==> config.mk <==
export PLATFORM = sky130hd
export DESIGN_NAME = tts_cell
export DESIGN_NICKNAME = d
export VERILOG_FILES = /design/src/rtl/tts_pkg.sv /design/src/rtl/tts_cell.sv
export SDC_FILE = /design/constraint.sdc
export NUM_CORES = 2
export LEC_CHECK = 0
export BUFFER_PORTS_ARGS = -buffer_cell sky130_fd_sc_hd__buf_2
export CORE_MARGIN = 4
export CORE_UTILIZATION = 50
export CTS_BUF_LIST = sky130_fd_sc_hd__clkbuf_2 sky130_fd_sc_hd__clkbuf_4 sky130_fd_sc_hd__clkbuf_8
export DETAILED_ROUTE_END_ITERATION = 12
export PLACE_DENSITY = 0.67
export REMOVE_ABC_BUFFERS = 1
export SLEW_MARGIN = 20
export SYNTH_ARGS = -nofsm -noshare
export SYNTH_HDL_FRONTEND = slang
export SYNTH_SLANG_ARGS = --single-unit
==> constraint.sdc <==
create_clock -name clk -period 44.8 [get_ports clk]
set_clock_uncertainty 0.15 [all_clocks]
set_input_delay 4.48 -clock clk [delete_from_list [all_inputs] [get_ports clk]]
set_output_delay 4.48 -clock clk [all_outputs]
set_load 0.02 [all_outputs]
==> src/rtl/tts_pkg.sv <==
// ----------------------------------------------------------------------------
// tts_pkg
// Shared widths, types, codes and helpers for the fingerprint similarity
// screen.
// ----------------------------------------------------------------------------
package tts_pkg;

  localparam int WORD_BITS        = 64;
  localparam int WORDS_PER_VECTOR = 16;
  localparam int SLOTS            = 16;

  localparam int PORT_WORD_W = 64;
  localparam int ID_W        = 16;
  localparam int COEF_W      = 8;
  localparam int LC_W        = 12;

  localparam int PART_W = (WORDS_PER_VECTOR > 1) ? $clog2(WORDS_PER_VECTOR) : 1;
  localparam int SLOT_W = (SLOTS > 1) ? $clog2(SLOTS) : 1;
  localparam int WPC_W  = $clog2(WORD_BITS + 1);
  localparam int CNT_W  = $clog2(WORD_BITS * WORDS_PER_VECTOR + 1);
  localparam int RHS_W  = CNT_W + 1;
  localparam int LHS_W  = CNT_W + COEF_W + 1;

  typedef logic [WORD_BITS-1:0]   word_t;
  typedef logic [PORT_WORD_W-1:0] port_word_t;
  typedef logic [PART_W-1:0]      part_t;
  typedef logic [SLOT_W-1:0]      slot_t;
  typedef logic [WPC_W-1:0]       wpc_t;
  typedef logic [CNT_W-1:0]       cnt_t;
  typedef logic [RHS_W-1:0]       rhs_t;
  typedef logic [LHS_W-1:0]       lhs_t;
  typedef logic [COEF_W-1:0]      coef_t;
  typedef logic [ID_W-1:0]        id_t;
  typedef logic [LC_W-1:0]        lc_t;
  typedef logic [SLOTS-1:0]       match_t;

  localparam part_t LAST_PART  = part_t'(WORDS_PER_VECTOR - 1);
  localparam slot_t LAST_SLOT  = slot_t'(SLOTS - 1);
  localparam coef_t COEF_RESET = coef_t'(2);

  localparam logic MODE_LOAD = 1'b0;
  localparam logic MODE_REF  = 1'b1;

  // one beat as it travels down the row of cells
  typedef struct packed {
    logic   valid;
    logic   load;
    logic   last;
    slot_t  slot;
    part_t  part;
    word_t  word;
    wpc_t   wpc;
    cnt_t   qpop;
    id_t    ref_id;
    id_t    base;
    match_t match;
  } beat_t;

  function automatic wpc_t popcount(input word_t v);
    wpc_t n;
    n = '0;
    for (int i = 0; i < WORD_BITS; i++) begin
      n = n + wpc_t'(v[i]);
    end
    return n;
  endfunction

endpackage

==> src/rtl/tts_cell.sv <==
// ----------------------------------------------------------------------------
// tts_cell
// One compare slot: holds its fingerprint words, their popcount and the
// running common count; passes every beat on through five stages.
// ----------------------------------------------------------------------------
module tts_cell (
  input  logic            clk,
  input  logic            rst,
  input  logic            en,
  input  tts_pkg::coef_t  coef,
  input  tts_pkg::slot_t  slot_id,
  input  tts_pkg::beat_t  bin,
  output tts_pkg::beat_t  bout
);

  tts_pkg::word_t mem [tts_pkg::WORDS_PER_VECTOR];
  tts_pkg::cnt_t  cmp_pop;
  tts_pkg::cnt_t  common;

  tts_pkg::beat_t s1, s2, s3, s4;
  tts_pkg::word_t q;
  tts_pkg::wpc_t  pc;
  tts_pkg::cnt_t  c_sum;
  tts_pkg::rhs_t  rhs1, rhs2, rhs3, rhs4;
  tts_pkg::lhs_t  prod;

  tts_pkg::cnt_t  c_next;
  tts_pkg::beat_t s4_out;
  logic           hit;

  assign hit    = bin.valid && bin.load && bin.slot == slot_id;
  assign c_next = common + tts_pkg::cnt_t'(pc);

  always_comb begin
    s4_out = s4;
    if (s4.valid && !s4.load && s4.last && prod >= tts_pkg::lhs_t'(rhs4)) begin
      s4_out.match = s4.match | (tts_pkg::match_t'(1) << slot_id);
    end
  end

  always_ff @(posedge clk) begin
    if (en) begin
      q <= mem[bin.part];
      if (hit) begin
        mem[bin.part] <= bin.word;
      end
    end
  end

  always_ff @(posedge clk) begin
    if (rst) begin
      s1.valid   <= 1'b0;
      s2.valid   <= 1'b0;
      s3.valid   <= 1'b0;
      s4.valid   <= 1'b0;
      bout.valid <= 1'b0;
      common     <= '0;
    end else if (en) begin
      if (hit) begin
        cmp_pop <= (bin.part == '0) ? tts_pkg::cnt_t'(bin.wpc)
                                    : cmp_pop + tts_pkg::cnt_t'(bin.wpc);
      end
      s1 <= bin;
      // stored popcount taken as it stands when the word enters the cell
      rhs1 <= tts_pkg::rhs_t'(bin.qpop) + tts_pkg::rhs_t'(cmp_pop);
      s2   <= s1;
      rhs2 <= rhs1;
      pc   <= tts_pkg::popcount(s1.word & q);
      s3    <= s2;
      c_sum <= c_next;
      rhs3  <= rhs2;
      s4   <= s3;
      prod <= (tts_pkg::lhs_t'(coef) + tts_pkg::lhs_t'(1)) * tts_pkg::lhs_t'(c_sum);
      rhs4 <= rhs3;
      bout <= s4_out;
      if (s2.valid && !s2.load) begin
        // common count restarts after the last word of a fingerprint
        common <= s2.last ? '0 : c_next;
      end
    end
  end

endmodule

**Word level (Yosys, flattened, before mapping)**

Memory sizes are Yosys's and may differ from the RTL's. A register that Yosys moved wholly into a read port is not among the register bits.
Index checks and enable logic that the tools add are counted.

- Memories: 1
- ROM bits: 0
- Bits of input ports: 156
- Flip-flop bits (word level): 813
- Output and inout bits: 141
- Bits in writable memories: 1024
- Bits in latches: 0
- Word-level logic and storage cells: 158

- Mux-type cells: 6
- Order comparisons: 1
- Div/mod/pow operators: 0
- Multipliers: 1
- Equality and inequality tests: 1
- Bitwise logic cells: 3
- Reductions and logical operators: 12
- $add $sub $neg: 67
- Shift operators: 1

Memories:

| memory | words | bits a word | read ports | clocked after memory_dff | write ports | RTL line | source |
|---|---|---|---|---|---|---|---|
| mem | 16 | 64 | 1 | 1 | 1 | tts_cell.sv:16 | `tts_pkg::word_t mem [tts_pkg::WORDS_PER_VECTOR];` |

Operators with widths:

| cell | number |
|---|---|
| adder 7 x 1 -> 7 bit | 57 |
| bitwise AND 64 bit | 1 |
| adder 11 x 7 -> 11 bit | 2 |
| greater-or-equal comparator 20 x 12 -> 1 bit | 1 |
| multiplier 9 x 11 -> 20 bit | 1 |
| two-way mux 16 bit | 1 |
| OR 16 bit | 1 |
| << shifter 1 x 4 -> 16 bit, first input constant | 1 |
| adder 11 x 11 -> 12 bit | 1 |
| two-way mux 11 bit | 1 |
| adder 8 x 1 -> 9 bit, second input constant | 1 |
| adder 6 x 1 -> 7 bit | 1 |
| two-way mux 7 bit | 1 |
| adder 5 x 1 -> 6 bit | 1 |
| logical AND 1 bit | 6 |
| adder 4 x 1 -> 5 bit | 1 |
| adder 3 x 1 -> 4 bit | 1 |
| == test 4 bit | 1 |
| zero test 4 bit | 1 |
| AND reduction 2 bit | 2 |
| adder 2 x 1 -> 3 bit | 1 |
| two-way mux 1 bit | 3 |
| AND reduction 3 bit | 1 |
| adder 1 x 1 -> 2 bit | 1 |
| other kinds (2) | 3 |

**Depth between registers and ports, before layout**

- Depth in word-level cells: 64
- Depth in mapped cells: 23

**Worst setup path after synthesis**

OpenSTA, ideal clock, no wires.

- Kind: input -> register
- Start point: in en
- End point: reg bout[0] (netlist bit), enable pin
- Cell stages on the path: 2
- Path slack: 3.437 ns
- Arrival time: 39.171 ns
- Buffers on the path: 1
- Data required time: 42.608 ns
- Cell sequence: clkbuf_1 > nor2b_1

- Word-level cells in the longest chain between the ends: 1

RTL lines:

| element | RTL line | source |
|---|---|---|
| from (decl) | tts_cell.sv:9 | `input logic en,` |
| AND reduction 2 bit (no line) | -- |  |
| to (signal assigned) | tts_cell.sv:75 | `bout <= s4_out;` |
| to (decl) | tts_cell.sv:13 | `output tts_pkg::beat_t bout` |

No other way between the ends.
A chain may end at the register's enable or synchronous reset.

**Worst setup path in the final report**

- Start point: in coef[0]
- End point: reg prod[14], data pin

- Word-level cells in the longest chain between the ends: 2

RTL lines:

| element | RTL line | source |
|---|---|---|
| from (decl) | tts_cell.sv:10 | `input tts_pkg::coef_t coef,` |
| adder 8 x 1 -> 9 bit | tts_cell.sv:73 | `prod <= (tts_pkg::lhs_t'(coef) + tts_pkg::lhs_t'(1)) * tts_pkg::lhs_t'(c_sum);` |
| multiplier 9 x 11 -> 20 bit | tts_cell.sv:73 |  |
| to (signal assigned) | tts_cell.sv:73 |  |
| to (decl) | tts_cell.sv:25 | `tts_pkg::lhs_t prod;` |

No other way between the ends.

==> results.tsv <==
stage	metric	value	unit
yosys	ys_top_cells_by_count	edfxtp_1 (1,885), mux4_2 (320), inv_1 (151)	
clocking	post_cts_resized	0	
place	gp_congestion	0.812	
timing	fin_crit	9.34	ns
yosys	yosys.area.top_type_share	78.9	%
critical_path	crit_arrival	9.87	ns
timing	setup_viol	0	
pwr	leakage	0.0279	µW
final_layout	nets	4144	
floorplan	die_width	387	µm
timing	hold_violations	0	
floorplan	dieArea	150000	µm²
yosys	yosysUniqueCellTypes	57	
clocking	cts_htree_levels	5	
floorplan	initial_core_util	50.5	%
drt	route.detailed.drc	0	
yosys	synthArstFlopShare	0	%
yosys	ys.flop_type	edfxtp_1	
yosys	synth_edf_count	1885	
final_layout	final_cell_area	81800	µm²
clocking	clock_path_buffers	4	
final_layout	n_fill_cell	10300	
clocking	clk_latency	1.00	ns
grt	grt_pass1_wl	215	mm
timing	slew_headroom	25.3	%
yosys	avgSynthCellArea	22.4	µm²
critical_path	critPathRequiredTime	45.34	ns
critical_path	end_kind	flop	
timing	slew_violations	0	
worst_hold_path	hold_class	flop to flop	
timing	finalSetupTns	0	ns
clocking	clkTransAtPathRegs	0.07	ns
final_layout	syn_to_final_growth	14.0	%
critical_path	crit_path_start_kind	primary input	
drt	drt-initial-drc-count	2819	
timing	worst_pin_slew	1.12	ns
drt	drt-vias-per-instance	5.46	
drt	first_pass_iters	5	
yosys	synth.most_common_cell	edfxtp_1	
yosys	syn_area	71700	µm²
final_layout	drive_gt1_share	29.5	%
yosys	synth_top_area_cell	edfxtp_1	
floorplan	die_y	387	µm
clocking	cts-root-buf	clkbuf_8	
drt	wirelength	143	mm
floorplan	ios	297	
timing	rsz0062_at_grt	no	
clocking	cts_sinks	1901	
yosys	netlist_instances	3205	
grt	grt_max_degree	160	
place	dp_hpwl	80.3	mm
drt	wire_per_inst	24.3	µm
timing	fin_crit_sh	20.8	%
drt	vias	32200	
place	io_buffers	296	
grt	first_global_vias	33700	
grt	grt_usage	19.3	%
critical_path	worstSetupPathType	primary input to flop	
pwr	ir_worst_vdd	86.5	µV
floorplan	placementRows	138	
yosys	ys_ff_latch	1901	
place	postPlaceCellArea	75800	µm²
grt	antenna_found_initial	25	
yosys	synth.area.top_cells	edfxtp_1 (79%), mux4_2 (10%), fa_1 (3.4%)	
flow_run	maxCapViolCount	0	
timing	max_freq	0.107	GHz
grt	globalRouteOverflowTotal	0	
critical_path	worstPathMaxFanout	14	
clocking	tritoncts	yes	
clocking	cts_setup_buffers	0	
clocking	cts_buffers	318	
yosys	yosysWarnings	0	
drt	ant_nets	0	
floorplan	core_region_area	142000	µm²
yosys	yosysSeqAreaShare	79.3	%
run_status	status	finished, final reports clean	
clocking	hold_buffers	0	
pwr	powerDensity	51.3	nW/µm²
[where the power goes]
part	leakage, µW	switching, µW	total [µW]	internal [µW]
Clock	0.00318	648	1460	811
Combinational	0.00726	392	676	284
Sequential	0.0174	18.4	2060	2040
[worst max-delay path, stage by stage]
cell,delay [ns]
buf_2,0.27
ha_1,0.24
nand3_1,0.12
nor2_1,0.18
xor2_1,0.74
nand2_1,0.18
fa_1,0.53
fa_1,0.49
inv_1,0.06
fa_1,0.49
fa_1,0.42
ha_1,0.35
o21a_1,0.13
o31a_1,0.17
o2111ai_1,0.14
a21boi_0,0.45
nor4_1,0.09
a311o_1,0.34
[stage by stage]
step / std cells / util (%) / worst slack (ns) / total power, µW / hold slack (ns)
finish: 5895 / 57.6 / 35.46 / 4190 / 0.186
global route: 5886 / 57.5 / 35.21 / 4420 / 0.206
CTS: 5885 / 57.5 / 35.62 / 4250 / 0.196
detailed placement: 5344 / 53.3 / 34.55 / 2770 / 0.255
global placement: 5344 / 53.3 / 34.75 / 2760 / 0.250
floorplan: 3105 / - / 3.44 / 2590 / 0.250
[registers in the layout, indices dropped and copies added, names as in the netlist]
name,flops
bout,141
c_sum,11
cmp_pop,11
common,11
mem,1024
pc,7
prod,20
q,64
rhs1,12
rhs2,12
rhs3,12
rhs4,12
s1,141
s2,141
s3,141
s4,141
[placed cells by master (no fill, tap or decap), drive strengths merged, types with 6 or more instances in the layout]
cell type  count
a21o          23
a21oi         41
a31oi          6
and2          72
buf          349
bufinv        11
clkbuf       418
clkinv       104
dfxtp         16
diode         10
edfxtp      1885
fa           121
ha            93
inv          154
mux2i          6
mux4         320
nand2        103
nand2b        19
nand3         15
nand4          6
nor2          52
nor2b          9
nor3          11
nor4           9
o21a           6
o21ai         26
o21bai         7
xnor2         35
xor2          15
[path summary, 6_finish.rpt]
| kind | depth (start not counted) | slack (ns) | start | end |
|---|---|---|---|---|
| worst min-delay path | 0 | 0.19 | s3[8] | s4[8] |
| worst max register to register | 21 | 37.82 | s1[123] | pc[6] |
| worst max-delay path | 18 | 35.46 | coef[0] | prod[14] |
| worst min register to register | 0 | 0.19 | s3[8] | s4[8] |
[per-layer routing]
metal	GRT usage (%)	wire length, µm
met1	26.8	59300
met2	30.7	70000
met3	5.14	11300
met4	5.25	2740
met5	0	63
[cell type report]
class | instances | area [µm²] | share of cell area (%)
Tap cell | 1890 | 2360 | 2.89
Antenna cell | 10 | 25.0 | 0.0306
Timing Repair Buffer | 349 | 1940 | 2.37
Clock inverter | 123 | 831 | 1.02
Inverter | 151 | 567 | 0.693
Multi-Input combinational cell | 1053 | 14000 | 17.1
Clock buffer | 418 | 5160 | 6.31
Sequential cell | 1901 | 56900 | 69.6
[logic make-up (layout without fill, tap and decap cells)]
group / count (synthesis) / count (layout) / synth area share (%)
DFF: 1901 / 1901 / 79.3
muxes: 327 / 327 / 10.1
and+or+nand+nor: 323 / 323 / 2.27
buffers and inverters: 251 / 1041 / 1.35
adders and majority gates: 214 / 214 / 5.00
AOI/OAI and AO/OA: 139 / 139 / 1.28
xor gates and xnor gates: 50 / 50 / 0.610
other: 0 / 10 / 0
Note: power is estimated with default switching activity, not from simulation.
