==> src/rtl/tts_pkg.sv <==
// ----------------------------------------------------------------------------
// tts_pkg
// Shared widths, types, codes and helpers for the fingerprint similarity
// screen.
// ----------------------------------------------------------------------------
package tts_pkg;

  localparam int WORD_BITS        = 64;
  localparam int WORDS_PER_VECTOR = 16;
  localparam int SLOTS            = 16;

  localparam int PORT_WORD_W = 64;
  localparam int ID_W        = 16;
  localparam int COEF_W      = 8;
  localparam int LC_W        = 12;

  localparam int PART_W = (WORDS_PER_VECTOR > 1) ? $clog2(WORDS_PER_VECTOR) : 1;
  localparam int SLOT_W = (SLOTS > 1) ? $clog2(SLOTS) : 1;
  localparam int WPC_W  = $clog2(WORD_BITS + 1);
  localparam int CNT_W  = $clog2(WORD_BITS * WORDS_PER_VECTOR + 1);
  localparam int RHS_W  = CNT_W + 1;
  localparam int LHS_W  = CNT_W + COEF_W + 1;

  typedef logic [WORD_BITS-1:0]   word_t;
  typedef logic [PORT_WORD_W-1:0] port_word_t;
  typedef logic [PART_W-1:0]      part_t;
  typedef logic [SLOT_W-1:0]      slot_t;
  typedef logic [WPC_W-1:0]       wpc_t;
  typedef logic [CNT_W-1:0]       cnt_t;
  typedef logic [RHS_W-1:0]       rhs_t;
  typedef logic [LHS_W-1:0]       lhs_t;
  typedef logic [COEF_W-1:0]      coef_t;
  typedef logic [ID_W-1:0]        id_t;
  typedef logic [LC_W-1:0]        lc_t;
  typedef logic [SLOTS-1:0]       match_t;

  localparam part_t LAST_PART  = part_t'(WORDS_PER_VECTOR - 1);
  localparam slot_t LAST_SLOT  = slot_t'(SLOTS - 1);
  localparam coef_t COEF_RESET = coef_t'(2);

  localparam logic MODE_LOAD = 1'b0;
  localparam logic MODE_REF  = 1'b1;

  // one beat as it travels down the row of cells
  typedef struct packed {
    logic   valid;
    logic   load;
    logic   last;
    slot_t  slot;
    part_t  part;
    word_t  word;
    wpc_t   wpc;
    cnt_t   qpop;
    id_t    ref_id;
    id_t    base;
    match_t match;
  } beat_t;

  function automatic wpc_t popcount(input word_t v);
    wpc_t n;
    n = '0;
    for (int i = 0; i < WORD_BITS; i++) begin
      n = n + wpc_t'(v[i]);
    end
    return n;
  endfunction

endpackage

==> src/rtl/tts_out_if.sv <==
// ----------------------------------------------------------------------------
// tts_out_if
// Output channel: match pairs with valid/ready.
// ----------------------------------------------------------------------------
interface tts_out_if;
  logic         valid;
  logic         ready;
  tts_pkg::id_t ref_id;
  tts_pkg::id_t cmp_id;
  logic         last;

  modport source (output valid, output ref_id, output cmp_id, output last, input ready);
  modport sink   (input valid, input ref_id, input cmp_id, input last, output ready);
endinterface

==> src/rtl/tts_emit.sv <==
// ----------------------------------------------------------------------------
// tts_emit
// Result stage: takes the match vector of a finished fingerprint from the
// end of the cell row and sends one pair per set bit, lowest slot first.
// ----------------------------------------------------------------------------
module tts_emit (
  input  logic           clk,
  input  logic           rst,
  input  tts_pkg::beat_t tail,
  output logic           adv,
  tts_out_if.source      dout
);

  tts_pkg::match_t pend;
  tts_pkg::id_t    ref_id;
  tts_pkg::id_t    base;

  tts_pkg::match_t low;
  tts_pkg::match_t rest;
  tts_pkg::slot_t  idx;
  logic            take;

  // hold the row while a finished fingerprint waits for the previous one
  assign adv  = !(tail.valid && !tail.load && tail.last && pend != '0);
  assign low  = pend & (~pend + tts_pkg::match_t'(1));
  assign rest = pend & ~low;
  assign take = pend != '0 && (!dout.valid || dout.ready);

  always_comb begin
    idx = '0;
    for (int i = 0; i < tts_pkg::SLOTS; i++) begin
      if (low[i]) begin
        idx = tts_pkg::slot_t'(i);
      end
    end
  end

  always_ff @(posedge clk) begin
    if (take) begin
      dout.ref_id <= ref_id;
      dout.cmp_id <= base + tts_pkg::id_t'(idx) + tts_pkg::id_t'(1);
      dout.last   <= rest == '0;
    end
    if (pend == '0 && tail.valid && !tail.load && tail.last) begin
      ref_id <= tail.ref_id;
      base   <= tail.base;
    end
    if (rst) begin
      pend       <= '0;
      dout.valid <= 1'b0;
    end else begin
      if (take) begin
        pend       <= rest;
        dout.valid <= 1'b1;
      end else if (dout.ready) begin
        dout.valid <= 1'b0;
      end
      if (pend == '0 && tail.valid && !tail.load && tail.last) begin
        pend <= tail.match;
      end
    end
  end

endmodule

==> src/flat_wrapper.sv <==
// flat-port wrapper written by rule: the top's interface ports become plain ports
module tts_emit_flat 
  (clk, rst, tail, adv, dout_valid, dout_ref_id, dout_cmp_id, dout_last, dout_ready);
  tts_out_if dout_i ();
  input  logic clk;
  input  logic rst;
  input  tts_pkg::beat_t tail;
  output logic adv;
  output wire logic [$bits(dout_i.valid)-1:0] dout_valid;
  output wire logic [$bits(dout_i.ref_id)-1:0] dout_ref_id;
  output wire logic [$bits(dout_i.cmp_id)-1:0] dout_cmp_id;
  output wire logic [$bits(dout_i.last)-1:0] dout_last;
  input wire logic [$bits(dout_i.ready)-1:0] dout_ready;
  assign dout_valid = dout_i.valid;
  assign dout_ref_id = dout_i.ref_id;
  assign dout_cmp_id = dout_i.cmp_id;
  assign dout_last = dout_i.last;
  assign dout_i.ready = dout_ready;
  tts_emit u_core (.clk(clk), .rst(rst), .tail(tail), .adv(adv), .dout(dout_i));
endmodule
==> config.mk <==
export PLATFORM = sky130hd
export DESIGN_NAME = tts_emit_flat
export DESIGN_NICKNAME = d
export VERILOG_FILES = /design/src/rtl/tts_pkg.sv /design/src/rtl/tts_out_if.sv /design/src/rtl/tts_emit.sv /design/src/flat_wrapper.sv
export SDC_FILE = /design/constraint.sdc
export NUM_CORES = 1
export LEC_CHECK = 0
export BUFFER_PORTS_ARGS = -buffer_cell sky130_fd_sc_hd__buf_2
export CORE_ASPECT_RATIO = 0.75
export CORE_MARGIN = 4
export CORE_UTILIZATION = 40
export DETAILED_ROUTE_END_ITERATION = 6
export HOLD_SLACK_MARGIN = 0.08
export PLACE_DENSITY = 0.78
export SLEW_MARGIN = 20
export SYNTH_ARGS = -nofsm -noshare
export SYNTH_HDL_FRONTEND = slang
export SYNTH_SLANG_ARGS = --single-unit
==> constraint.sdc <==
create_clock -name clk -period 2.9 [get_ports clk]
set_input_delay 0.29 -clock clk [delete_from_list [all_inputs] [get_ports clk]]
set_output_delay 0.29 -clock clk [all_outputs]
set_load 0.02 [all_outputs]
# After elaboration in Yosys (flattened, before gate mapping)

Cells that the tools add are included.
Widths: inputs -> output; s select.

Flip-flop bits (word level): 82
Bits in latches: 0
Bits in writable memories: 0
ROM bits: 0
Output and inout bits: 35
Word-level logic and storage cells: 49
Memories kept: 0

Add/sub/neg operators: 3
Multipliers: 0
Div/mod/pow operators: 0
Order comparisons: 0
Equality and inequality tests: 0
Shift-type cells: 0
Multiplexer cells: 19
Bitwise operators: 4
Reduce and logical (&&, ||, !) cells: 16

Operator list:

| operator              | count |
|---|---|
| $add 16x1->16 const B | 2 |
| $and 16x16->16        | 2 |
| $logic_not 16->1      | 2 |
| $mux 16               | 2 |
| $mux 4                | 8 |
| $not 16->16           | 2 |
| $add 16x4->16         | 1 |
| $reduce_bool 16->1    | 1 |
| $mux 3                | 4 |
| $logic_and 1x1->1     | 7 |
| $mux 2                | 2 |
| $reduce_bool 2->1     | 2 |
| $logic_not 1->1       | 3 |
| $mux 1                | 3 |
| $logic_or 1x1->1      | 1 |

# Longest topological paths before layout

Word-level depth: 20
Mapped depth: 13
Depth with buffers taken out: 13

# Least setup slack after synthesis

Ideal clock, no wire load.

Path kind: reg-to-reg
Start point: register u_core.pend[2]
End point: register u_core.dout.cmp_id[0] (enable)
Setup time: 423 ps
Data arrival time: 2315 ps
Required time: 2477 ps
Path slack: 162 ps
Cell stages (with the launch flop): 6
Path buffers: 1
Cells stage by stage: dfxtp_1 -> clkbuf_1 -> nor4_2 -> nand2_2 -> nor2_1 -> nor2_1

Longest elaborated chain between the ends: 2

Ends and longest elaborated chain:

| element                  | line             | source |
|---|---|---|
| start: declaration       | tts_emit.sv:14   | `tts_pkg::match_t pend;` |
| start signal: assignment | tts_emit.sv:53   | `pend <= rest;` |
| start signal: assignment | tts_emit.sv:59   | `pend <= tail.match;` |
| $reduce_bool 16->1       | tts_emit.sv:27   | `assign take = pend != '0 && (!dout.valid \|\| dout.ready);` |
| $logic_and 1x1->1        | tts_emit.sv:27   |  |
| net u_core.take          | tts_emit.sv:21   | `logic take;` |
| end signal: assignment   | tts_emit.sv:41   | `dout.cmp_id <= base + tts_pkg::id_t'(idx) + tts_pkg::id_t'(1);` |
| end: declaration         | tts_out_if.sv:12 | `modport source (output valid, output ref_id, output cmp_id, output last, input ready);` |

The timed path passes the listed nets, and every way through them passes these cells.
A chain may end at the register's enable or synchronous reset.

# Worst setup path after layout

Start point: register u_core.pend[4]
End point: register u_core.dout.cmp_id[11] (data pin)

Longest elaborated chain between the ends: 17

Ends and longest elaborated chain:

| element              | line           | source |
|---|---|---|
| $not 16->16          | tts_emit.sv:25 | `assign low = pend & (~pend + tts_pkg::match_t'(1));` |
| $add 16x1->16        | tts_emit.sv:25 |  |
| $and 16x16->16 (*)   | tts_emit.sv:25 |  |
| $mux 3 (4 in series) | tts_emit.sv:32 | `if (low[i]) begin` |
| $mux 4 (7 in series) | tts_emit.sv:32 |  |
| $mux 4 (*)           | tts_emit.sv:32 |  |
| $add 16x4->16 (*)    | tts_emit.sv:41 |  |
| $add 16x1->16 (*)    | tts_emit.sv:41 |  |

Every way passes the cells marked *; elsewhere a longest branch is shown, timed or not.

==> impl_metrics.py <==
metrics = {
    "placed_design": {
        "io_buffers": 88,
        "dp_cells": 447,
        "gp_congestion": 0.9376,
        "dpl_cell_area_um2": 3968,
        "dp_hpwl_um": 5024,
    },
    "global_route": {
        "grt_pass1_vias": 2343,
        "gr-total-overflow": 0,
        "grt_pass1_wl_um": 11250,
        "grt_max_degree": 34,
        "grt_use_total": 0.1460,
        "antenna_found_initial": 0,
    },
    "layout": {
        "fill_cells": 699,
        "final_net_count": 502,
        "layout-drive-gt1-share": 0.3631,
        "diodes": 0,
        "stdcell_area_um2": 4178,
        "fin_util": 0.5230,
        "final_cells": 463,
        "area_delta_synth_final_pct": 25.76,
    },
    "detailed_routing": {
        "vias": 2375,
        "drtPass1Iterations": 4,
        "ant_nets": 0,
        "drcViolationCount": 0,
        "vias_per_cell": 5.130,
        "drt-total-wl_um": 6766,
        "wl_per_cell_um": 14.61,
        "first_iter_violations": 122,
    },
    "hold_path": {
        "hold_start": "tail[34]",
        "min_to": "u_core.ref_id[2]",
        "whs_path_depth": 1,
        "hold_path_class": "input pin to register",
    },
    "floorplanning": {
        "rows": 28,
        "fp.dieW_um": 113.2,
        "fp.dieH_um": 86.92,
        "core_um2": 7988,
        "ios": 179,
        "dieArea_um2": 9842,
        "start_util": 0.4159,
    },
    "setup_path": {
        "crit_fanout": 7,
        "cp_slowest_cell": "nor4_2",
        "criticalPathCategory": "register to register",
        "cp.required_ps": 2990,
        "path_delay_family": "simple AND/OR/NAND/NOR gates",
        "critPathMaxStageDelay_ps": 410,
        "start_kind": "register",
        "end_kind": "register",
        "worstPathCellList": "nor4_2 -> buf_4 -> nand3_1 -> o32ai_2 -> ha_1 -> nor2b_1 -> nor3_1 -> o21bai_2 -> nand4_1 -> xnor2_1",
        "crit_buf_inv": 1,
        "r2r-start": "u_core.pend[4]",
        "rr_worst_depth": 10,
        "cp.arrival_ps": 2800,
        "reg2reg_to": "u_core.dout.cmp_id[11]",
        "ff2ff_setup_slack_ps": 180,
    },
    "yosys": {
        "yosysSeqAreaShare": 0.6900,
        "ys_types": 42,
        "syn_avg_cell_area_um2": 13.23,
        "synth_nets": 400,
        "yosysTopAreaCell": "edfxtp_1",
        "synth_area_um2": 3322,
        "yosys-top-cells-area": "edfxtp_1 59%, dfxtp_1 10%, a21oi_1 3.8%, nor2_1 2.8%, nor3_1 2.4%",
        "netlist.area_leader.share": 0.5876,
        "synthCells": 251,
        "ys_warn_count": 0,
        "synth_seq_cells": 82,
    },
    "timing": {
        "fin_crit_sh": 0.9368,
        "hold_violations": 0,
        "grt_setup_unrepaired": "false",
        "fin_skew_ps": 9.434,
        "fmax_mhz": 368.1,
        "fin_crit_ps": 2717,
        "tightestPinTransition_ps": 939.5,
        "maxSlewViolCount": 0,
        "timing.setup.tns_ps": 0,
        "final-setup-viol-count": 0,
        "slew_headroom": 0.3722,
    },
    "clock_tree": {
        "insertion_delay_ps": 330,
        "clkTransAtPathRegs_ps": 80,
        "cts_max_level": 3,
        "clkSinkCount": 82,
        "root_buffer": "clkbuf_8",
        "cts_tree": "done",
        "ctsHoldBuffers": 0,
        "cts_buffer_depth": 2,
        "cts_buffers": 9,
    },
    "power": {
        "p_leak_nw": 1.601,
        "vdd_ir_drop_max_mv": 0.4341,
        "powerDensity_nw_per_um2": 863.1,
        "fin_total_pwr_mw": 3.606,
    },
    "outcome": {
        "status": "finished, final reports clean",
    },
    "job": {
        "cap_viol_max_count": 0,
    },
}
-- where the power goes --
part / total, mW / switching, mW / internal (mW) / leakage [nW]
clock: 0.775 / 0.379 / 0.396 / 0.0909
sequential: 1.68 / 0.0810 / 1.60 / 0.741
combinational: 1.15 / 0.764 / 0.388 / 0.770
-- how the worst max path moves through the flow --
stage | from | end | slack, ps | depth (start not counted)
after CTS | u_core.pend[12] | u_core.dout.cmp_id[10] | 10 | 12
after floorplan | u_core.pend[2] | u_core.dout.cmp_id[0] | 160 | 5
after detailed placement | u_core.pend[12] | u_core.dout.cmp_id[10] | 40 | 12
after global placement | u_core.pend[12] | u_core.dout.cmp_id[10] | 90 | 12
final | u_core.pend[4] | u_core.dout.cmp_id[11] | 180 | 10
after global routing | u_core.pend[6] | u_core.dout.cmp_id[10] | 0.1 | 14
-- flip-flops by register name (all words and copies together) (netlist names) --
register            count
u_core.ref_id          16
u_core.dout.valid       1
u_core.dout.ref_id     16
u_core.dout.cmp_id     16
u_core.dout.last        1
u_core.pend            16
u_core.base            16
-- cells in the final DEF, fill, tap and decap left out, types with 2 or more instances in the layout --
cell and instances:
dfxtp_1 16, nor2b_1 2, a22oi_1 2, nor4_1 4
clkbuf_8 9, inv_1 6, or2_2 2, buf_4 11
o21ai_0 4, nand2b_1 2, nor2_1 24, nand2_1 12
nor3_1 16, a211oi_1 5, buf_2 88, nand4_1 4
clkbuf_1 2, edfxtp_1 65, a21oi_1 25, xnor2_1 9
ha_1 4, buf_12 2, nand3_1 6, nor4_2 4
and3_1 3, xor2_1 4
-- per-stage QoR --
step / hold slack (ps) / worst slack [ps]
2_1_floorplan: 388.9 / 162.0
3_3_place_gp: 401.1 / 92.62
3_5_place_dp: 404.5 / 37.60
4_1_cts: 106.4 / 9.547
5_1_grt: 96.69 / 0.1275
6_report: 126.1 / 183.4
-- cells in the mapped netlist, drive strengths merged --
cell,count
fa,1
clkbuf,4
o21ai,4
or4,1
o21a,1
a21o,1
a22oi,2
xnor2,9
nand2b,2
nand2,13
a21oi,25
edfxtp,65
nor2,25
xor2,4
nor2b,2
o32ai,2
inv,6
nand4,4
or2,2
a311oi,1
nor3,18
ha,4
nor4,8
o31ai,1
nand3b,1
mux2,1
dfxtp,17
a211oi,6
and3,3
o22ai,1
buf,6
o21bai,2
nor4b,1
a2111oi,1
o32a,1
nand3,6
-- area by class of cell --
cell class	count	area, um2	share of cell area
multi-input combinational	153	980.9	0.2348
tap	105	131.4	0.03145
clock inverter	5	55.05	0.01318
clock buffer	11	131.4	0.03145
sequential	82	2293	0.5490
inverter	6	22.52	0.005391
timing repair buffer	101	563.0	0.1348
-- kinds of logic after synthesis --
family                   synth area share
multiplexers                     0.003390
XOR/XNOR                          0.03428
buffers and inverters             0.02372
adder cells (fa/ha/maj)           0.02109
AO/OA/AOI/OAI                     0.08851
flip-flops                         0.6900
AND/OR/NAND/NOR                    0.1390
-- repair_timing --
item | in CTS | in global routing
resized for setup | 0 | 5
buffers inserted | 0 | 0
setup endpoints to repair | 0 | 11
-- routing by layer --
metal / GRT usage / vias up / routed length [um]
met2: 0.2274 / 116 / 3141
met4: 0.05568 / 0 / 146
met5: 0 / - / 0
met1: 0.1903 / 1100 / 2871
li1: - / 1145 / -
met3: 0.05000 / 14 / 607
Power figures use the tool's default switching activity.
