--- config.mk ---
export PLATFORM = sky130hd
export DESIGN_NAME = tts_feed_flat
export DESIGN_NICKNAME = d
export VERILOG_FILES = /design/src/rtl/tts_pkg.sv /design/src/rtl/tts_in_if.sv /design/src/rtl/tts_feed.sv /design/src/flat_wrapper.sv
export SDC_FILE = /design/constraint.sdc
export NUM_CORES = 1
export LEC_CHECK = 0
export BUFFER_PORTS_ARGS = -buffer_cell sky130_fd_sc_hd__buf_2
export CAP_MARGIN = 10
export CORE_ASPECT_RATIO = 0.6
export CORE_MARGIN = 3
export CORE_UTILIZATION = 45
export CTS_CLUSTER_DIAMETER = 30
export CTS_CLUSTER_SIZE = 28
export DETAILED_ROUTE_END_ITERATION = 10
export PLACE_DENSITY = 0.8
export SLEW_MARGIN = 20
export SYNTH_ARGS = -nofsm -noshare
export SYNTH_HDL_FRONTEND = slang
export SYNTH_SLANG_ARGS = --single-unit
--- constraint.sdc ---
create_clock -name clk -period 22.8 [get_ports clk]
set_input_delay 2.28 -clock clk [delete_from_list [all_inputs] [get_ports clk]]
set_output_delay 2.28 -clock clk [all_outputs]
set_load 0.02 [all_outputs]
--- src/rtl/tts_pkg.sv ---
// ----------------------------------------------------------------------------
// tts_pkg
// Shared widths, types, codes and helpers for the fingerprint similarity
// screen.
// ----------------------------------------------------------------------------
package tts_pkg;

  localparam int WORD_BITS        = 64;
  localparam int WORDS_PER_VECTOR = 16;
  localparam int SLOTS            = 16;

  localparam int PORT_WORD_W = 64;
  localparam int ID_W        = 16;
  localparam int COEF_W      = 8;
  localparam int LC_W        = 12;

  localparam int PART_W = (WORDS_PER_VECTOR > 1) ? $clog2(WORDS_PER_VECTOR) : 1;
  localparam int SLOT_W = (SLOTS > 1) ? $clog2(SLOTS) : 1;
  localparam int WPC_W  = $clog2(WORD_BITS + 1);
  localparam int CNT_W  = $clog2(WORD_BITS * WORDS_PER_VECTOR + 1);
  localparam int RHS_W  = CNT_W + 1;
  localparam int LHS_W  = CNT_W + COEF_W + 1;

  typedef logic [WORD_BITS-1:0]   word_t;
  typedef logic [PORT_WORD_W-1:0] port_word_t;
  typedef logic [PART_W-1:0]      part_t;
  typedef logic [SLOT_W-1:0]      slot_t;
  typedef logic [WPC_W-1:0]       wpc_t;
  typedef logic [CNT_W-1:0]       cnt_t;
  typedef logic [RHS_W-1:0]       rhs_t;
  typedef logic [LHS_W-1:0]       lhs_t;
  typedef logic [COEF_W-1:0]      coef_t;
  typedef logic [ID_W-1:0]        id_t;
  typedef logic [LC_W-1:0]        lc_t;
  typedef logic [SLOTS-1:0]       match_t;

  localparam part_t LAST_PART  = part_t'(WORDS_PER_VECTOR - 1);
  localparam slot_t LAST_SLOT  = slot_t'(SLOTS - 1);
  localparam coef_t COEF_RESET = coef_t'(2);

  localparam logic MODE_LOAD = 1'b0;
  localparam logic MODE_REF  = 1'b1;

  // one beat as it travels down the row of cells
  typedef struct packed {
    logic   valid;
    logic   load;
    logic   last;
    slot_t  slot;
    part_t  part;
    word_t  word;
    wpc_t   wpc;
    cnt_t   qpop;
    id_t    ref_id;
    id_t    base;
    match_t match;
  } beat_t;

  function automatic wpc_t popcount(input word_t v);
    wpc_t n;
    n = '0;
    for (int i = 0; i < WORD_BITS; i++) begin
      n = n + wpc_t'(v[i]);
    end
    return n;
  endfunction

endpackage

--- src/rtl/tts_in_if.sv ---
// ----------------------------------------------------------------------------
// tts_in_if
// Input channel: load or reference words with valid/ready.
// ----------------------------------------------------------------------------
interface tts_in_if;
  logic                  valid;
  logic                  ready;
  logic                  mode;
  tts_pkg::port_word_t   word;
  tts_pkg::id_t          ref_index;

  modport source (output valid, output mode, output word, output ref_index, input ready);
  modport sink   (input valid, input mode, input word, input ref_index, output ready);
endinterface

--- src/rtl/tts_feed.sv ---
// ----------------------------------------------------------------------------
// tts_feed
// Input stage: tracks load and query positions, query popcount and load count;
// sends the cell row a beat per accepted load word, or query word once loaded.
// ----------------------------------------------------------------------------
module tts_feed (
  input  logic           clk,
  input  logic           rst,
  input  logic           adv,
  tts_in_if.sink         din,
  output tts_pkg::beat_t beat
);

  tts_pkg::slot_t load_slot;
  tts_pkg::part_t load_part;
  tts_pkg::part_t qpart;
  tts_pkg::cnt_t  qpop;
  tts_pkg::lc_t   lc;
  logic           loaded;

  tts_pkg::word_t wrd;
  tts_pkg::wpc_t  pc_in;
  tts_pkg::cnt_t  qpop_next;
  tts_pkg::lc_t   lc_m1;
  logic           acc;

  assign din.ready = adv;
  assign acc       = din.valid && adv;
  assign wrd       = din.word[tts_pkg::WORD_BITS-1:0];
  assign pc_in     = tts_pkg::popcount(wrd);
  assign qpop_next = (qpart == '0) ? tts_pkg::cnt_t'(pc_in)
                                   : qpop + tts_pkg::cnt_t'(pc_in);
  assign lc_m1     = lc - tts_pkg::lc_t'(1);

  always_ff @(posedge clk) begin
    if (adv) begin
      beat.load   <= din.mode == tts_pkg::MODE_LOAD;
      beat.last   <= qpart == tts_pkg::LAST_PART;
      beat.slot   <= load_slot;
      beat.part   <= (din.mode == tts_pkg::MODE_LOAD) ? load_part : qpart;
      beat.word   <= wrd;
      beat.wpc    <= pc_in;
      beat.qpop   <= qpop_next;
      beat.ref_id <= din.ref_index + tts_pkg::id_t'(1);
      beat.base   <= tts_pkg::id_t'(32'(lc_m1) * 32'(tts_pkg::SLOTS));
      beat.match  <= '0;
    end
    if (rst) begin
      beat.valid <= 1'b0;
      load_slot  <= '0;
      load_part  <= '0;
      qpart      <= '0;
      qpop       <= '0;
      lc         <= '0;
      loaded     <= 1'b0;
    end else begin
      if (adv) begin
        beat.valid <= acc && (din.mode == tts_pkg::MODE_LOAD || loaded);
      end
      if (acc) begin
        if (din.mode == tts_pkg::MODE_LOAD) begin
          if (load_part == tts_pkg::LAST_PART) begin
            load_part <= '0;
            if (load_slot == tts_pkg::LAST_SLOT) begin
              load_slot <= '0;
              lc        <= lc + tts_pkg::lc_t'(1);
              loaded    <= 1'b1;
            end else begin
              load_slot <= load_slot + tts_pkg::slot_t'(1);
            end
          end else begin
            load_part <= load_part + tts_pkg::part_t'(1);
          end
        end else if (loaded) begin
          qpop  <= qpop_next;
          qpart <= (qpart == tts_pkg::LAST_PART) ? '0 : qpart + tts_pkg::part_t'(1);
        end
      end
    end
  end

endmodule

--- src/flat_wrapper.sv ---
// flat-port wrapper written by rule: the top's interface ports become plain ports
module tts_feed_flat 
  (clk, rst, adv, beat, din_valid, din_mode, din_word, din_ref_index, din_ready);
  tts_in_if din_i ();
  input  logic clk;
  input  logic rst;
  input  logic adv;
  output tts_pkg::beat_t beat;
  input wire logic [$bits(din_i.valid)-1:0] din_valid;
  input wire logic [$bits(din_i.mode)-1:0] din_mode;
  input wire logic [$bits(din_i.word)-1:0] din_word;
  input wire logic [$bits(din_i.ref_index)-1:0] din_ref_index;
  output wire logic [$bits(din_i.ready)-1:0] din_ready;
  assign din_i.valid = din_valid;
  assign din_i.mode = din_mode;
  assign din_i.word = din_word;
  assign din_i.ref_index = din_ref_index;
  assign din_ready = din_i.ready;
  tts_feed u_core (.clk(clk), .rst(rst), .adv(adv), .din(din_i), .beat(beat));
endmodule
# == Yosys cells after proc, flatten, opt, wreduce, memory -nomap -nowiden ==
# Index checks and enable logic that the tools add are counted.
# totals
register_bits,157
latch_bits,0
ram_bits,0
romBits,0
in_bits,85
output_inout_bits,142
wordCells,103
n_memories,0
# classes
add_sub_neg,70
n_mul,0
div,0
order_cmp,0
eq_ne,3
shift,0
muxes,5
n_bitwise,1
reduce_logical,8
# op_table
cell,n
$add 7x1->7,62
$add 16x1->16 const B,1
$mux 4,4
$add 12x1->12 const B,1
$add 4x1->4 const B,3
$eq 4x4->1 const B,3
$sub 12x1->12 const B,1
$add 11x7->11,1
$mux 11,1
$reduce_and 3->1,2
$logic_not 4->1,1
$reduce_and 4->1,1
$add 1x1->2,1
$logic_and 1x1->1,2
$reduce_and 2->1,1
$logic_or 1x1->1,1
$not 1->1,1

# == Logic depth before layout (Yosys ltp) ==
# Gate-level depths: netlist of run 1.
# depth
depth_word,65
ltp_mapped,27
depth_no_buf,27

# == Least setup slack after synthesis of run 1 ==
# OpenSTA, ideal clock, no wires.
# synth_path
path_kind,input to register
from,in din_word[0]
to,reg u_core.qpop[8]
setup_time_ns,0.074
arrival_ns,8.966
t_required_ns,22.726
path_slack_ns,13.760
stages,25
path_buffers,0
cell_sequence,ha_1 > inv_1 > fa_1 > fa_1 > inv_1 > fa_1 > fa_1 > fa_1 > fa_1 > fa_1 > inv_1 > fa_1 > inv_1 > ha_1 > nor2b_1 > o31a_1 > o21a_1 > nor2_1 > xnor2_1 > ha_1 > o211ai_1 > o211ai_1 > o211ai_1 > or3_1 > a31oi_1
# synth_via
elab_chain_len,65
# synth_rtl
item,line_no,rtl
"start, declared",flat_wrapper.sv:11,input wire logic [$bits(din_i.word)-1:0] din_word;
$add 1x1->2,tts_pkg.sv:63,n = n + wpc_t'(v[i]);
$add 7x1->7 (62 in series),tts_pkg.sv:63,
net u_core.pc_in[5],tts_feed.sv:22,tts_pkg::wpc_t pc_in;
$add 11x7->11,tts_feed.sv:32,: qpop + tts_pkg::cnt_t'(pc_in);
$mux 11,tts_feed.sv:31,assign qpop_next = (qpart == '0) ? tts_pkg::cnt_t'(pc_in)
"end signal, assigned",tts_feed.sv:75,qpop <= qpop_next;
"end, declared",tts_feed.sv:17,tts_pkg::cnt_t qpop;
# The timed path passes the listed nets, and every way through them passes these cells.
# A chain may end at the register's enable or synchronous reset.

# == Final worst setup path of run 1 ==
# layout_path
from,in din_word[0]
to,"reg, netlist name u_core.beat[57]"
# layout_via
elab_chain_len,65
# layout_rtl
item,line_no,rtl
$add 1x1->2,tts_pkg.sv:63,
$add 7x1->7 (62 in series),tts_pkg.sv:63,
net u_core.pc_in[4],tts_feed.sv:22,
$add 11x7->11,tts_feed.sv:32,
$mux 11,tts_feed.sv:31,
net u_core.qpop_next[9],tts_feed.sv:23,tts_pkg::cnt_t qpop_next;
# The timed path passes the listed nets, and every way through them passes these cells.

==> results_dict.tcl, run 1 <==
set metrics [dict create \
    fmax_mhz 110 \
    setup_violations 0 \
    rows 37 \
    via_per_inst 4.84 \
    outcome "finished, final reports clean" \
    synth_area_um2 8220 \
    finalCriticalPeriod_ps 9100 \
    synth_compound_area_share_pct 4.78 \
    slew_headroom_pct 44.4 \
    use_met1_pct 24.1 \
    post_cts_resized 0 \
    post-cts-setup-buffers 0 \
    crit_top_cell "fa_1" \
    clock_latency_ps 420 \
    clkTransAtPathRegs_ps 70 \
    final_nets 1056 \
    io_buffer_count 206 \
    dr.first_iter.drc_count 257 \
    core-area_um2 17500 \
    synth_edf_count 120 \
    layout.cells.most_common_list "buf_2 (205), edfxtp_1 (120), inv_1 (111)" \
    routed_wl_um 17700 \
    synth_top_family_by_area "adder cells" \
    htreeDepth 4 \
    ys.flop_type "edfxtp_1" \
    yosys-top-cells-area "edfxtp_1 (44%), fa_1 (13%), dfxtp_1 (9.0%), inv_1 (5.1%), ha_1 (4.9%)" \
    ioPinCount 227 \
    hold_class "register to register" \
    slowest_delay_ps 560 \
    ys_seq_area_share_pct 52.9 \
    ctsHoldBuffers 0 \
    clk_root_buffer_cell "clkbuf_16" \
    grtUsageMet3_pct 6.43 \
    cp.arrival_ps 9250 \
    fin_setup_tns_ps 0 \
    hpwl_um 13600 \
    worst_slew_pin_slew_ps 834 \
    grt-ovfl-total 0 \
    yosysUniqueCellTypes 57 \
    grt_busiest_layer "met2" \
    diodes 0 \
    cts_tree "yes" \
    synth_area_per_cell_um2 12.3 \
    synth_warnings 0 \
    drv_cap 0 \
    synthCells 670 \
    grt_first_pass_wirelength_um 28800 \
    slew_violations 0 \
    synthXorXnorAreaFrac_pct 4.80 \
    clock-sinks 157 \
    area_delta_synth_final_pct 21.9 \
    min_period_over_period_pct 39.9 \
    gp_congestion 0.886 \
    grt.total_usage_pct 17.8 \
    synth_mux_area_share_pct 0.929 \
    skew_ps 16.0 \
    async_flop_share_pct 0 \
    synth_top_area_share_pct 43.8 \
    grt_max_degree 66 \
    slowest_stage "fa_1" \
    dr_total_vias 5477 \
    avgRoutedWirePerCell_um 15.6 \
    rsz0062_at_grt "no" \
    antenna_found_initial 1 \
    required_ps 22960 \
    start_util_pct 47.0 \
    drtPass1Iterations 5 \
    clock_path_buffers 2 \
    yosys.area_share.simple_pct 10.7 \
    path_class "primary input to register" \
    endpoint_kind "register" \
    route.detailed.drc 0 \
    final_common_cell "buf_2" \
    hold_viol_final 0 \
    gr-usage-met2_pct 28.2 \
    ys_ff_latch 157 \
    chipWidth_um 180 \
    drive_gt1_share_pct 28.2 \
    cp_cell_sequence "buf_2 > ha_1 > inv_1 > fa_1 > fa_1 > fa_1 > fa_1 > fa_1 > fa_1 > fa_1 > fa_1 > fa_1 > fa_1 > nor2b_1 > o21ai_0 > a21oi_1 > ha_1 > nand4_1 > a211oi_1 > o21ai_0 > nor3b_1" \
    ant_nets 0 \
    grt_pass1_vias 5577 \
    dieArea_um2 20000 \
    startpoint_type "primary input" \
    worstPathMaxFanout 5 \
    cts_buffers 17 \
    synth_area_leader_cell "edfxtp_1" \
    synthAdderAreaFrac_pct 18.3 \
    fp.dieH_um 111 \
]
-- critical path, delay by kind of cell --
family / cells / cell delay (ps)
AO/OA/AOI/OAI: 4 / 990
adder cells (fa/ha/maj): 12 / 5250
buffers and inverters: 2 / 180
AND/OR/NAND/NOR: 3 / 550
-- synthesized netlist by cell type, types with 7 or more instances --
cell	count
ha_1	32
nor3_1	15
a21oi_1	22
edfxtp_1	120
buf_4	21
inv_1	111
clkbuf_1	8
nand4_1	10
nand2_1	42
fa_1	55
o21ai_0	7
nand3_1	13
dfxtp_1	37
xnor2_1	22
nor2_1	40
xor2_1	23
-- per-layer routing --
| layer | part of all wire (%) | vias to the layer above |
|---|---|---|
| li1 | - | 2644 |
| met1 | 44 | 2634 |
| met2 | 46 | 183 |
| met3 | 9.1 | 14 |
| met4 | 0.71 | 2 |
| met5 | 0.074 | - |
-- layout make-up --
class,instances,area (um2)
clock buffers,19,454
clock inverters,13,139
fillers,1495,7480
inverters,111,417
multi-input cells,388,3320
flip-flops and latches,157,4340
well taps,234,293
repair buffers,209,1060
-- cells by family (layout without fill, tap and decap cells) --
group | Yosys count | count (layout)
AOI/OAI and AO/OA | 64 | 64
and+or+nand+nor | 165 | 165
DFF | 157 | 157
muxes | 7 | 7
adders and majority gates | 87 | 87
buffers and inverters | 144 | 352
other | 1 | 20
xor gates and xnor gates | 45 | 45
-- worst paths after layout --
| kind | slack, ps | start | cells past startpoint | endpoint |
|---|---|---|---|---|
| max | 13700 | din_word[0] | 21 | u_core.beat[57] |
| min | 460 | u_core.qpop[0] | 2 | u_core.qpop[0] |
| max reg2reg | 20660 | u_core.qpop[0] | 7 | u_core.beat[58] |
| min reg2reg | 460 | u_core.qpop[0] | 2 | u_core.qpop[0] |
-- stage by stage --
stage          cells  utilization (%)  instance area, um2  setup slack [ps]  hold WS, ps
6_report        1131             57.3               10000             13700          461
5_1_grt         1131             57.3               10000             13290          495
4_1_cts         1131             57.3               10000             13710          464
3_5_place_dp    1099             53.9                9430             13290          455
3_3_place_gp    1099             53.9                9430             13410          447
2_1_floorplan    689                -                8290             13760          441
-- registers in the layout, summed over array words and instances, names as in the netlist --
name              count
u_core.beat         121
u_core.lc            12
u_core.load_part      4
u_core.load_slot      4
u_core.loaded         1
u_core.qpart          4
u_core.qpop          11
Power of run 1 is left out: the tool's default activity adds up to more than one toggle a clock period on the data nets, which glitch-free logic cannot reach.
==> run 2: changes to the inputs <==
Settings changed: ABC_AREA set to 1, PLACE_DENSITY 0.8 to 0.83.
Clock period 22.8 ns to 8 ns, I/O delays scaled along.
==> run 2 against run 1 <==
Compared with the run above:
- sequential share of layout area decreased by 1.1 points
- flip-flop and latch count unchanged
- cell area increased by 2.5%
- clock-buffer cell count increased by 4
- worst setup slack got worse by 13000 ps
- cell count increased by 11%
- critical path type unchanged
==> results_dict.tcl, run 2 <==
set metrics [dict create \
    finalCriticalPeriod_ps 7370 \
    path_class "primary input to register" \
    synth_warnings 0 \
    top_register "u_core.beat" \
    clock_path_buffers 2 \
    final_nets 1170 \
    hold_slack_ps 451 \
    fmax_mhz 136 \
    clock_latency_ps 420 \
    via_per_inst 4.75 \
    reg_top3 "u_core.beat (121), u_core.lc (12), u_core.qpop (11)" \
    ctsHoldBuffers 0 \
    hold_end "u_core.beat[137]" \
    ys.flop_type "edfxtp_1" \
    synth_area_leader_cell "edfxtp_1" \
    fp.dieH_um 113 \
    largest_reg_flops 121 \
    htreeDepth 4 \
    slew_violations 0 \
    antenna_found_initial 3 \
    hold_viol_final 0 \
    ys_ff_latch 157 \
    async_flop_share_pct 0 \
    startpoint_type "primary input" \
    drv_cap 0 \
    route.detailed.drc 0 \
    drive_gt1_share_pct 26.2 \
    dieArea_um2 20600 \
    grt.total_usage_pct 19.3 \
    reg2reg_slack_ps 5980 \
    final_common_cell "buf_2" \
    synth_edf_count 120 \
    skew_ps 8.56 \
    setup_violations 0 \
    core-area_um2 18300 \
    ant_nets 0 \
    start_util_pct 46.5 \
    grt_max_degree 58 \
    hold_class "register to register" \
    grt_first_pass_wirelength_um 31200 \
    startpoint "din_word[0]" \
    drtPass1Iterations 5 \
    rows 38 \
    hold_depth 0 \
    min_from "u_core.load_slot[3]" \
    synthCells 783 \
    ys_seq_area_share_pct 51.1 \
    ff2ff_path_depth 9 \
    synth_area_um2 8510 \
    dr.first_iter.drc_count 324 \
    avgRoutedWirePerCell_um 15.5 \
    required_ps 8170 \
    yosys-top-cells-area "edfxtp_1 (42%), fa_1 (13%), dfxtp_1 (8.7%), inv_1 (7.9%), nand2_1 (5.0%)" \
    routed_wl_um 19400 \
    min_period_over_period_pct 92.2 \
    fin_setup_tns_ps 0 \
    cts_buffers 17 \
    clkTransAtPathRegs_ps 70 \
    ioPinCount 227 \
    io_buffer_count 206 \
    hpwl_um 15000 \
    worstPathMaxFanout 4 \
    cp.arrival_ps 7550 \
    clk_root_buffer_cell "clkbuf_16" \
    timing.rr.end "u_core.qpop[4]" \
    area_delta_synth_final_pct 20.7 \
    synth_area_per_cell_um2 10.9 \
    synth_top_area_share_pct 42.3 \
    cts_tree "yes" \
    layout.cells.most_common_list "buf_2 (205), inv_1 (180), edfxtp_1 (120)" \
    synth_commonest_cells "inv_1 (180), edfxtp_1 (120), nand2_1 (114), fa_1 (55), nand3_1 (41)" \
    yosysMostFrequentCell "inv_1" \
    outcome "finished, final reports clean" \
    yosysUniqueCellTypes 44 \
    post-cts-setup-buffers 0 \
    worst_slew_pin_slew_ps 777 \
    grt_pass1_vias 6091 \
    dr_total_vias 5948 \
    endpoint_kind "register" \
    chipWidth_um 184 \
    gp_congestion 0.872 \
    post_cts_resized 0 \
    grt-ovfl-total 0 \
    rsz0062_at_grt "no" \
    r2r_start "u_core.qpop[0]" \
    slew_headroom_pct 48.2 \
    clock-sinks 157 \
]
run 2: cell types whose count changed in the layout (fill, tap and decap cells not counted), moves of 5 or more:
cell      delta
and4_1       -6
nand2b_1     -6
nor2_4       +5
nor2_1       -9
nand2_1     +72
a31oi_1      -5
o21a_1       -6
a21oi_1     +13
o21ai_0     +13
inv_1       +69
nor3_1      -10
nand3_1     +28
xnor2_1     -16
and3_1       -5
run 2: layer usage:
metal	vias to the layer above	track usage (%)	routed length (um)
li1	2876	-	-
met1	2824	27.0	8970
met2	211	29.2	8520
met3	33	5.15	1440
met4	4	6.54	397
met5	-	0	21
run 2: logic make-up (layout without fill, tap and decap cells):
kind of cell	Yosys count	after routing	share of synthesized area [%]
simple gates	229	229	13.2
other cells	1	21	0.0441
buf+inv	214	423	10.8
xor+xnor	30	30	3.09
flops	157	157	51.1
fa+ha+maj	87	87	17.6
compound gates	65	65	4.09
run 2: stage by stage:
stage / std cells / instance area [um2] / util (%) / setup slack, ps
2_1_floorplan: 802 / 8580 / - / 830
3_3_place_gp: 1219 / 9700 / 53.0 / 416
3_5_place_dp: 1219 / 9700 / 53.0 / 204
4_1_cts: 1251 / 10300 / 56.1 / 646
5_1_grt: 1251 / 10300 / 56.1 / 376
6_report: 1252 / 10300 / 56.1 / 626
run 2: cell type report:
cell class	count	area, um2
antenna	1	2.50
fill	1570	8030
clock inverter	9	70.1
multi-input combinational	431	3310
inverter	183	694
sequential	157	4340
timing repair buffer	208	1050
tap	240	300
clock buffer	23	500
run 2: how the worst max path moves through the flow:
| stage | endpoint | slack (ps) |
|---|---|---|
| 6_report | u_core.beat[54] | 630 |
| 4_1_cts | u_core.beat[54] | 650 |
| 3_5_place_dp | u_core.beat[54] | 200 |
| 2_1_floorplan | u_core.beat[57] | 830 |
| 3_3_place_gp | u_core.beat[54] | 420 |
| 5_1_grt | u_core.beat[54] | 380 |
run 2: worst max-delay path, stage by stage:
cell	delay, ps
buf_2	110
ha_1	280
inv_1	80
fa_1	450
fa_1	560
fa_1	450
fa_1	520
fa_1	570
fa_1	450
fa_1	510
fa_1	420
fa_1	410
fa_1	410
inv_1	120
nand3_1	100
nand2_1	90
nand2_1	50
nand2_1	50
inv_1	90
ha_1	320
nand2_1	90
inv_1	70
a21oi_1	220
nand2_1	70
nand2_1	60
nand2_1	40
nand2_1	70
nand2_1	90
Power of run 2 is left out for the same reason.
